===== src/fcd_pkg.sv =====
// Shared types and codes for the fixed-capacity deque.
// Used by the controller, the datapath and the top level; depends on nothing else.
`timescale 1ns / 1ps

package fcd_pkg;

  localparam int DATA_W = 32;
  localparam int OP_W   = 2;
  localparam int STAT_W = 2;

  typedef enum logic [OP_W-1:0] {
    OP_PUSH_FRONT = 2'd0,
    OP_PUSH_BACK  = 2'd1,
    OP_POP_FRONT  = 2'd2,
    OP_POP_BACK   = 2'd3
  } op_t;

  typedef enum logic [STAT_W-1:0] {
    ST_OK        = 2'd0,
    ST_OVERFLOW  = 2'd1,
    ST_UNDERFLOW = 2'd2,
    ST_UNUSED    = 2'd3
  } status_t;

  typedef enum logic [1:0] {
    S_IDLE = 2'b01,
    S_LOAD = 2'b10
  } state_t;

  // Commands from the controller to the datapath.
  typedef struct packed {
    logic exec;
    logic load;
  } cmd_t;

endpackage


===== src/fcd_ctrl.sv =====
// Controller of the fixed-capacity deque: request sequencing and the result valid flag.
// Depends on fcd_pkg.
`timescale 1ns / 1ps

module fcd_ctrl (
  input  logic          clk,
  input  logic          rst_n,
  input  logic          in_tvalid,
  output logic          in_tready,
  output logic          out_tvalid,
  input  logic          out_tready,
  output fcd_pkg::cmd_t cmd
);

  fcd_pkg::state_t state_r, state_nxt;
  logic            out_valid_r, out_valid_nxt;

  assign in_tready  = (state_r == fcd_pkg::S_IDLE);
  assign out_tvalid = out_valid_r;

  always_comb begin
    cmd.exec = in_tvalid && (state_r == fcd_pkg::S_IDLE);
    cmd.load = (state_r == fcd_pkg::S_LOAD) && (!out_valid_r || out_tready);
  end

  always_comb begin
    state_nxt = state_r;
    case (state_r)
      fcd_pkg::S_IDLE: begin
        if (cmd.exec) begin
          state_nxt = fcd_pkg::S_LOAD;
        end
      end
      fcd_pkg::S_LOAD: begin
        if (cmd.load) begin
          state_nxt = fcd_pkg::S_IDLE;
        end
      end
      default: state_nxt = fcd_pkg::S_IDLE;
    endcase
  end

  always_comb begin
    out_valid_nxt = out_valid_r;
    if (cmd.load) begin
      out_valid_nxt = 1'b1;
    end else if (out_tready) begin
      out_valid_nxt = 1'b0;
    end
  end

  always_ff @(posedge clk) begin
    if (!rst_n) begin
      state_r     <= fcd_pkg::S_IDLE;
      out_valid_r <= 1'b0;
    end else begin
      state_r     <= state_nxt;
      out_valid_r <= out_valid_nxt;
    end
  end

endmodule


===== src/fcd_datapath.sv =====
// Datapath of the fixed-capacity deque: ring store, head and count, result register.
// Depends on fcd_pkg; driven by the commands of fcd_ctrl.
`timescale 1ns / 1ps

module fcd_datapath #(
  parameter int CAPACITY = 16,
  parameter int IW       = $clog2(CAPACITY),
  parameter int CW       = $clog2(CAPACITY + 1),
  parameter int RES_W    = fcd_pkg::DATA_W + fcd_pkg::STAT_W + CW + 2,
  parameter int OUT_W    = ((RES_W + 7) / 8) * 8
) (
  input  logic                        clk,
  input  logic                        rst_n,
  input  fcd_pkg::cmd_t               cmd,
  input  logic [fcd_pkg::OP_W-1:0]    in_op,
  input  logic [fcd_pkg::DATA_W-1:0]  in_word,
  output logic [OUT_W-1:0]            out_data
);

  localparam int        DW      = fcd_pkg::DATA_W;
  localparam int        ST_LO   = DW;
  localparam int        CNT_LO  = DW + fcd_pkg::STAT_W;
  localparam int        EMP_BIT = CNT_LO + CW;
  localparam int        FUL_BIT = EMP_BIT + 1;
  localparam logic [CW:0]   CAP_S  = (CW + 1)'(CAPACITY);
  localparam logic [CW-1:0] CAP_C  = CW'(CAPACITY);
  localparam logic [IW-1:0] LAST_I = IW'(CAPACITY - 1);

  logic [DW-1:0] mem [CAPACITY];

  logic [IW-1:0]    head_r, head_nxt;
  logic [CW-1:0]    count_r, count_nxt;
  logic [DW-1:0]    rd_data_r;
  logic             pop_ok_r;
  fcd_pkg::status_t status_r, status_nxt;
  logic [OUT_W-1:0] out_data_r;
  logic [OUT_W-1:0] out_data_nxt;

  fcd_pkg::op_t  op;
  logic          is_push, is_full, is_empty, push_ok, pop_ok;
  logic [CW-1:0] offset;
  logic [CW:0]   slot_sum;
  logic [IW-1:0] slot_wrap, head_dec, head_inc, wr_slot, rd_slot;

  assign op       = fcd_pkg::op_t'(in_op);
  assign is_push  = (op == fcd_pkg::OP_PUSH_FRONT) || (op == fcd_pkg::OP_PUSH_BACK);
  assign is_full  = (count_r == CAP_C);
  assign is_empty = (count_r == '0);
  assign push_ok  = is_push && !is_full;
  assign pop_ok   = !is_push && !is_empty;

  // Slot of the back word (count - 1) for a pop, or the next free slot for a push.
  // The offset stays below the capacity, so one compare and subtract wraps it.
  assign offset    = is_push ? count_r : (count_r - CW'(1));
  assign slot_sum  = (CW + 1)'(head_r) + (CW + 1)'(offset);
  assign slot_wrap = (slot_sum >= CAP_S) ? IW'(slot_sum - CAP_S) : IW'(slot_sum);
  assign head_dec  = (head_r == '0) ? LAST_I : (head_r - IW'(1));
  assign head_inc  = (head_r == LAST_I) ? '0 : (head_r + IW'(1));
  assign wr_slot   = (op == fcd_pkg::OP_PUSH_FRONT) ? head_dec : slot_wrap;
  assign rd_slot   = (op == fcd_pkg::OP_POP_FRONT) ? head_r : slot_wrap;

  always_comb begin
    head_nxt   = head_r;
    count_nxt  = count_r;
    status_nxt = fcd_pkg::ST_OK;
    if (is_push) begin
      if (is_full) begin
        status_nxt = fcd_pkg::ST_OVERFLOW;
      end else begin
        count_nxt = count_r + CW'(1);
        if (op == fcd_pkg::OP_PUSH_FRONT) begin
          head_nxt = head_dec;
        end
      end
    end else begin
      if (is_empty) begin
        status_nxt = fcd_pkg::ST_UNDERFLOW;
      end else begin
        count_nxt = count_r - CW'(1);
        if (op == fcd_pkg::OP_POP_FRONT) begin
          head_nxt = head_inc;
        end
      end
    end
  end

  always_ff @(posedge clk) begin
    if (cmd.exec && push_ok) begin
      mem[wr_slot] <= in_word;
    end
    if (cmd.exec && pop_ok) begin
      rd_data_r <= mem[rd_slot];
    end
  end

  always_ff @(posedge clk) begin
    if (!rst_n) begin
      head_r  <= '0;
      count_r <= '0;
    end else if (cmd.exec) begin
      head_r  <= head_nxt;
      count_r <= count_nxt;
    end
  end

  always_ff @(posedge clk) begin
    if (cmd.exec) begin
      status_r <= status_nxt;
      pop_ok_r <= pop_ok;
    end
  end

  // The count register already holds the value after the request here.
  always_comb begin
    out_data_nxt                        = '0;
    out_data_nxt[DW-1:0]                = pop_ok_r ? rd_data_r : '0;
    out_data_nxt[CNT_LO-1:ST_LO]        = status_r;
    out_data_nxt[EMP_BIT-1:CNT_LO]      = count_r;
    out_data_nxt[EMP_BIT]               = is_empty;
    out_data_nxt[FUL_BIT]               = is_full;
  end

  always_ff @(posedge clk) begin
    if (cmd.load) begin
      out_data_r <= out_data_nxt;
    end
  end

  assign out_data = out_data_r;

endmodule


===== src/fixed_capacity_deque.sv =====
// Fixed-capacity double-ended queue of signed 32-bit words: top level.
// Depends on fcd_pkg, fcd_ctrl and fcd_datapath.
`timescale 1ns / 1ps

// Each request on the in_ channel pushes or pops one word at either end of a ring store of
// CAPACITY words and returns exactly one result on the out_ channel: the popped word (zero
// for pushes and refused pops), a status of ok, overflow or underflow, the count after the
// request and empty and full flags. A push when full or a pop when empty leaves the contents
// unchanged. A request has an execute step, which updates the ring and issues the registered
// read of the store, and a load step, which loads the result register once that is free.
// No request is taken before the load step; the next is taken while the previous result
// waits on out_tready. No clearing pass follows reset: the block is ready at once.

module fixed_capacity_deque #(
  parameter int  CAPACITY = 16,
  localparam int CW       = $clog2(CAPACITY + 1),
  localparam int OUT_W    = ((fcd_pkg::DATA_W + fcd_pkg::STAT_W + CW + 2 + 7) / 8) * 8
) (
  input  logic                        clk,
  input  logic                        rst_n,
  input  logic                        in_tvalid,
  output logic                        in_tready,
  // data_value
  input  logic [fcd_pkg::DATA_W-1:0]  in_tdata,
  // operation
  input  logic [fcd_pkg::OP_W-1:0]    in_tuser,
  output logic                        out_tvalid,
  input  logic                        out_tready,
  // popped_value, status, entry_count, is_empty, is_full, zero padding
  output logic [OUT_W-1:0]            out_tdata
);

  fcd_pkg::cmd_t cmd;

  fcd_ctrl u_ctrl (
    .clk        (clk),
    .rst_n      (rst_n),
    .in_tvalid  (in_tvalid),
    .in_tready  (in_tready),
    .out_tvalid (out_tvalid),
    .out_tready (out_tready),
    .cmd        (cmd)
  );

  fcd_datapath #(
    .CAPACITY (CAPACITY),
    .IW       ($clog2(CAPACITY)),
    .CW       (CW),
    .RES_W    (fcd_pkg::DATA_W + fcd_pkg::STAT_W + CW + 2),
    .OUT_W    (OUT_W)
  ) u_datapath (
    .clk      (clk),
    .rst_n    (rst_n),
    .cmd      (cmd),
    .in_op    (in_tuser),
    .in_word  (in_tdata),
    .out_data (out_tdata)
  );

endmodule


===== config.mk =====
export PLATFORM = sky130hd
export DESIGN_NAME = fixed_capacity_deque
export DESIGN_NICKNAME = d
export VERILOG_FILES = /design/src/fcd_pkg.sv /design/src/fcd_ctrl.sv /design/src/fcd_datapath.sv /design/src/fixed_capacity_deque.sv
export SDC_FILE = /design/constraint.sdc
export NUM_CORES = 1
export LEC_CHECK = 0
export BUFFER_PORTS_ARGS = -buffer_cell sky130_fd_sc_hd__clkbuf_2
export CAP_MARGIN = 10
export CORE_MARGIN = 1.5
export CORE_UTILIZATION = 50
export CTS_CLUSTER_SIZE = 30
export DETAILED_ROUTE_END_ITERATION = 16
export PLACE_DENSITY = 0.78
export SLEW_MARGIN = 15
export SYNTH_ARGS = -nofsm -noshare
export SYNTH_HDL_FRONTEND = slang
export SYNTH_SLANG_ARGS = --single-unit

===== constraint.sdc =====
create_clock -name clk -period 12.9 [get_ports clk]
set_input_delay 1.935 -clock clk [delete_from_list [all_inputs] [get_ports clk]]
set_output_delay 1.935 -clock clk [all_outputs]
set_load 0.1 [all_outputs]

==> reports/results.tsv <==
stage	metric	value	unit
cts	cts_tree	built	
timing	rsz0062_at_grt	no	
final_layout	stdcell_count	2407	
worst_setup_path	crit_chain	clkbuf_2, inv_1, ha_1, ha_1, inv_1, fa_1, mux2_2, nor4_1, nand2_1, nor2_4	
run_status	status	finished clean	
final_layout	final_cell_mix	edfxtp_1, nand2_1, nand3_1	
cts	clock_path_buffers	3	
worst_setup_path	cpMaxStageDelayCell	nor2_4	
grt	grt_pass1_vias	13600	
cts	postCtsSetupRepairBufs	0	
worst_setup_path	rr_worst_depth	9	
worst_setup_path	end_kind	flop	
die	io_pins	88	
yosys	netlist_instances	1694	
place	dpl.cell_count	2296	
worst_setup_path	cp.arrival	5.76	ns
place	place_ws	6.81	ns
timing	tightestPinTransition	1.15	ns
yosys	synth.avg_cell_area	13.9	um2
worst_setup_path	crit_path_start	in_tuser[1]	
cts	clk_latency	0.61	ns
power_and_ir_drop	p_leak	9.01	nW
power_and_ir_drop	vdd.ir_drop.worst	0.140	mV
worst_hold_path	hp-class	reg -> reg	
flow_run	maxCapViolCount	0	
timing	period_minus_slack	5.54	ns
timing	finalHoldViolCount	0	
cts	cts.sinks	600	
worst_setup_path	worstReg2RegStart	u_datapath.count_r[1]$_SDFFE_PN0P_	
grt	grt_max_degree	205	
route	avgViaCountPerCell	5.78	
worst_setup_path	r2r_slack	8.70	ns
worst_setup_path	endpoint	u_datapath.mem[14][21]$_DFFE_PP_	
final_layout	layout.nets	1807	
cts	numCtsBuffers	55	
timing	setup_ws	7.36	ns
die	initial_core_util	50.7	%
yosys	ys_seq_area_share	76.1	%
route	dr.pass1.iters	8	
route	num_vias	13900	
timing	fmax	181	MHz
route	ant_nets	0	
route	post_drt_wl_per_cell	20.9	um
timing	fin_tns_setup	0	ns
route	drtIter0Drc	1619	
power_and_ir_drop	powerDensity	173	nW/um2
final_layout	n_antenna_cell	0	
worst_setup_path	criticalPathCategory	in -> reg	
final_layout	fin_util	56.8	%
place	routabilityCongestion	0.813	
die	core-area	46500	um2
cts	post_cts_resized	0	
timing	fin_skew	0.0204	ns
die	die_width	220	um
grt	antenna_found_initial	0	
worst_setup_path	worstPathRequired	13.12	ns
yosys	syn_area	23500	um2
place	dpl-instance-area	24400	um2
final_layout	final_common_cell	edfxtp_1	
yosys	synth_seq_cells	600	
final_layout	final_area	26400	um2
cts	clk_pin_slew	0.06	ns
grt	track_usage	20.8	%
route	drcViolationCount	0	
timing	finalCritPeriodShare	42.9	%
timing	drv_slew	0	
die	row_count	79	
yosys	yosysUniqueCellTypes	52	
yosys	yosysWarnings	0	
final_layout	syn_to_final_growth	12.1	%
cts	h-tree-depth	2	
worst_setup_path	cp_max_fo	32	
final_layout	final_layout_size_suffix_gt1_share	11.7	%
grt	grt_pass1_wl	76.0	mm
place	dp_hpwl	25.9	mm
timing	slew_headroom	22.8	%
worst_setup_path	reg2reg_to	u_datapath.mem[14][21]$_DFFE_PP_	
worst_setup_path	crit_path_start_kind	input port	
cts	cts_hold_buf	0	
grt	grt_overflow_total	0	
timing	final-setup-viol-count	0	
place	port_buffers	80	
worst_setup_path	cp_slowest_stage_delay	0.97	ns
die	die-area	48400	um2
cts	cts-root-buf	clkbuf_16	
die	die_h	220	um
route	finalWirelength	50.4	mm
final_layout	fillers	3488	
synth_stat cells (all sizes together):
cell / instances / area (um2)
o311a: 1 / 10.0
a211oi: 2 / 15.0
o2bb2ai: 1 / 8.76
xnor2: 7 / 80.1
dfxtp: 12 / 240
nor3: 3 / 15.0
nor2: 35 / 151
nand3: 196 / 981
mux2: 4 / 45.0
edfxtp: 588 / 17700
ha: 11 / 138
nand2: 465 / 1750
clkbuf: 17 / 67.6
fa: 1 / 20.0
o31ai: 3 / 22.5
o211ai: 2 / 15.0
inv: 12 / 45.0
o21ai: 41 / 205
o211a: 1 / 10.0
o22ai: 1 / 6.26
and2: 34 / 213
nor4b: 2 / 32.5
mux2i: 36 / 364
xnor3: 1 / 22.5
xor2: 3 / 33.8
nor2b: 2 / 12.5
a32oi: 32 / 280
nor4: 2 / 12.5
a21o: 1 / 7.51
buf: 86 / 502
nor3b: 1 / 7.51
a21boi: 4 / 30.0
or3: 1 / 6.26
a21oi: 9 / 45.0
conb: 1 / 3.75
and3: 1 / 6.26
o21a: 2 / 15.0
o21ba: 1 / 10.0
nand4: 65 / 407
a31oi: 4 / 25.0
nand2b: 3 / 18.8
registers in the layout, indices dropped and copies added, names as in the netlist:
register and count:
u_ctrl.out_tvalid 1, u_ctrl.state_r 2, u_datapath.count_r 5, u_datapath.head_r 4
u_datapath.mem 512, u_datapath.out_data 41, u_datapath.pop_ok_r 1, u_datapath.rd_data_r 32
u_datapath.status_r 2
area by class of cell:
| type | count | area [um2] | share of cell area (%) |
|---|---|---|---|
| flip-flops and latches | 600 | 17900 | 67.8 |
| clock buffers | 68 | 1450 | 5.48 |
| well taps | 607 | 759 | 2.88 |
| repair buffers | 103 | 798 | 3.03 |
| multi-input cells | 985 | 5210 | 19.8 |
| clock inverters | 32 | 220 | 0.835 |
| inverters | 12 | 45.0 | 0.171 |
worst max-delay path, delay by kind of cell:
kind | cells | cell delay (ns)
and+or+nand+nor | 3 | 1.69
adders and majority gates | 3 | 1.04
buffers and inverters | 3 | 0.74
muxes | 1 | 0.31
layer usage:
metal	track usage (%)	routed length (um)	up-vias
met5	0	0	-
met4	8.46	1360	0
met3	3.31	3840	97
met2	35.3	25600	607
met1	26.9	19500	6895
li1	-	-	6320
worst min path at each step:
stage,cells past startpoint,end,start,slack (ns)
floorplan,0,u_datapath.out_data[32]$_DFFE_PP_,u_datapath.status_r[0]$_SDFFCE_PN0P_,0.40
global placement,0,u_datapath.out_data[32]$_DFFE_PP_,u_datapath.status_r[0]$_SDFFCE_PN0P_,0.42
detailed placement,0,u_datapath.out_data[33]$_DFFE_PP_,u_datapath.status_r[1]$_SDFFCE_PP0P_,0.41
CTS,0,u_datapath.out_data[33]$_DFFE_PP_,u_datapath.status_r[1]$_SDFFCE_PP0P_,0.42
global route,0,u_datapath.out_data[32]$_DFFE_PP_,u_datapath.status_r[0]$_SDFFCE_PN0P_,0.42
finish,0,u_datapath.out_data[33]$_DFFE_PP_,u_datapath.status_r[1]$_SDFFCE_PP0P_,0.42
logic make-up (layout without fill, tap and decap cells):
family,after synthesis,after routing,share of synthesized area (%)
buffers and inverters,115,215,2.61
adders and majority gates,12,12,0.670
and+or+nand+nor,810,810,15.3
muxes,40,40,1.74
DFF,600,600,76.1
AOI/OAI and AO/OA,105,105,3.00
xor gates and xnor gates,11,11,0.580
other,1,7,0.0159
report_power, final:
| group | leakage [nW] | internal [mW] | total (mW) | switching (mW) |
|---|---|---|---|---|
| Combinational | 2.78 | 0.227 | 0.793 | 0.566 |
| Sequential | 5.40 | 2.22 | 2.24 | 0.0195 |
| Clock | 0.822 | 0.835 | 1.53 | 0.693 |
through the flow:
step                total power [mW]  hold slack (ns)
finish                          4.56            0.420
global route                    4.72            0.424
CTS                             4.56            0.420
detailed placement              3.06            0.406
global placement                3.03            0.418
floorplan                       2.84            0.400
No activity file was read; power rests on OpenSTA's default activity.
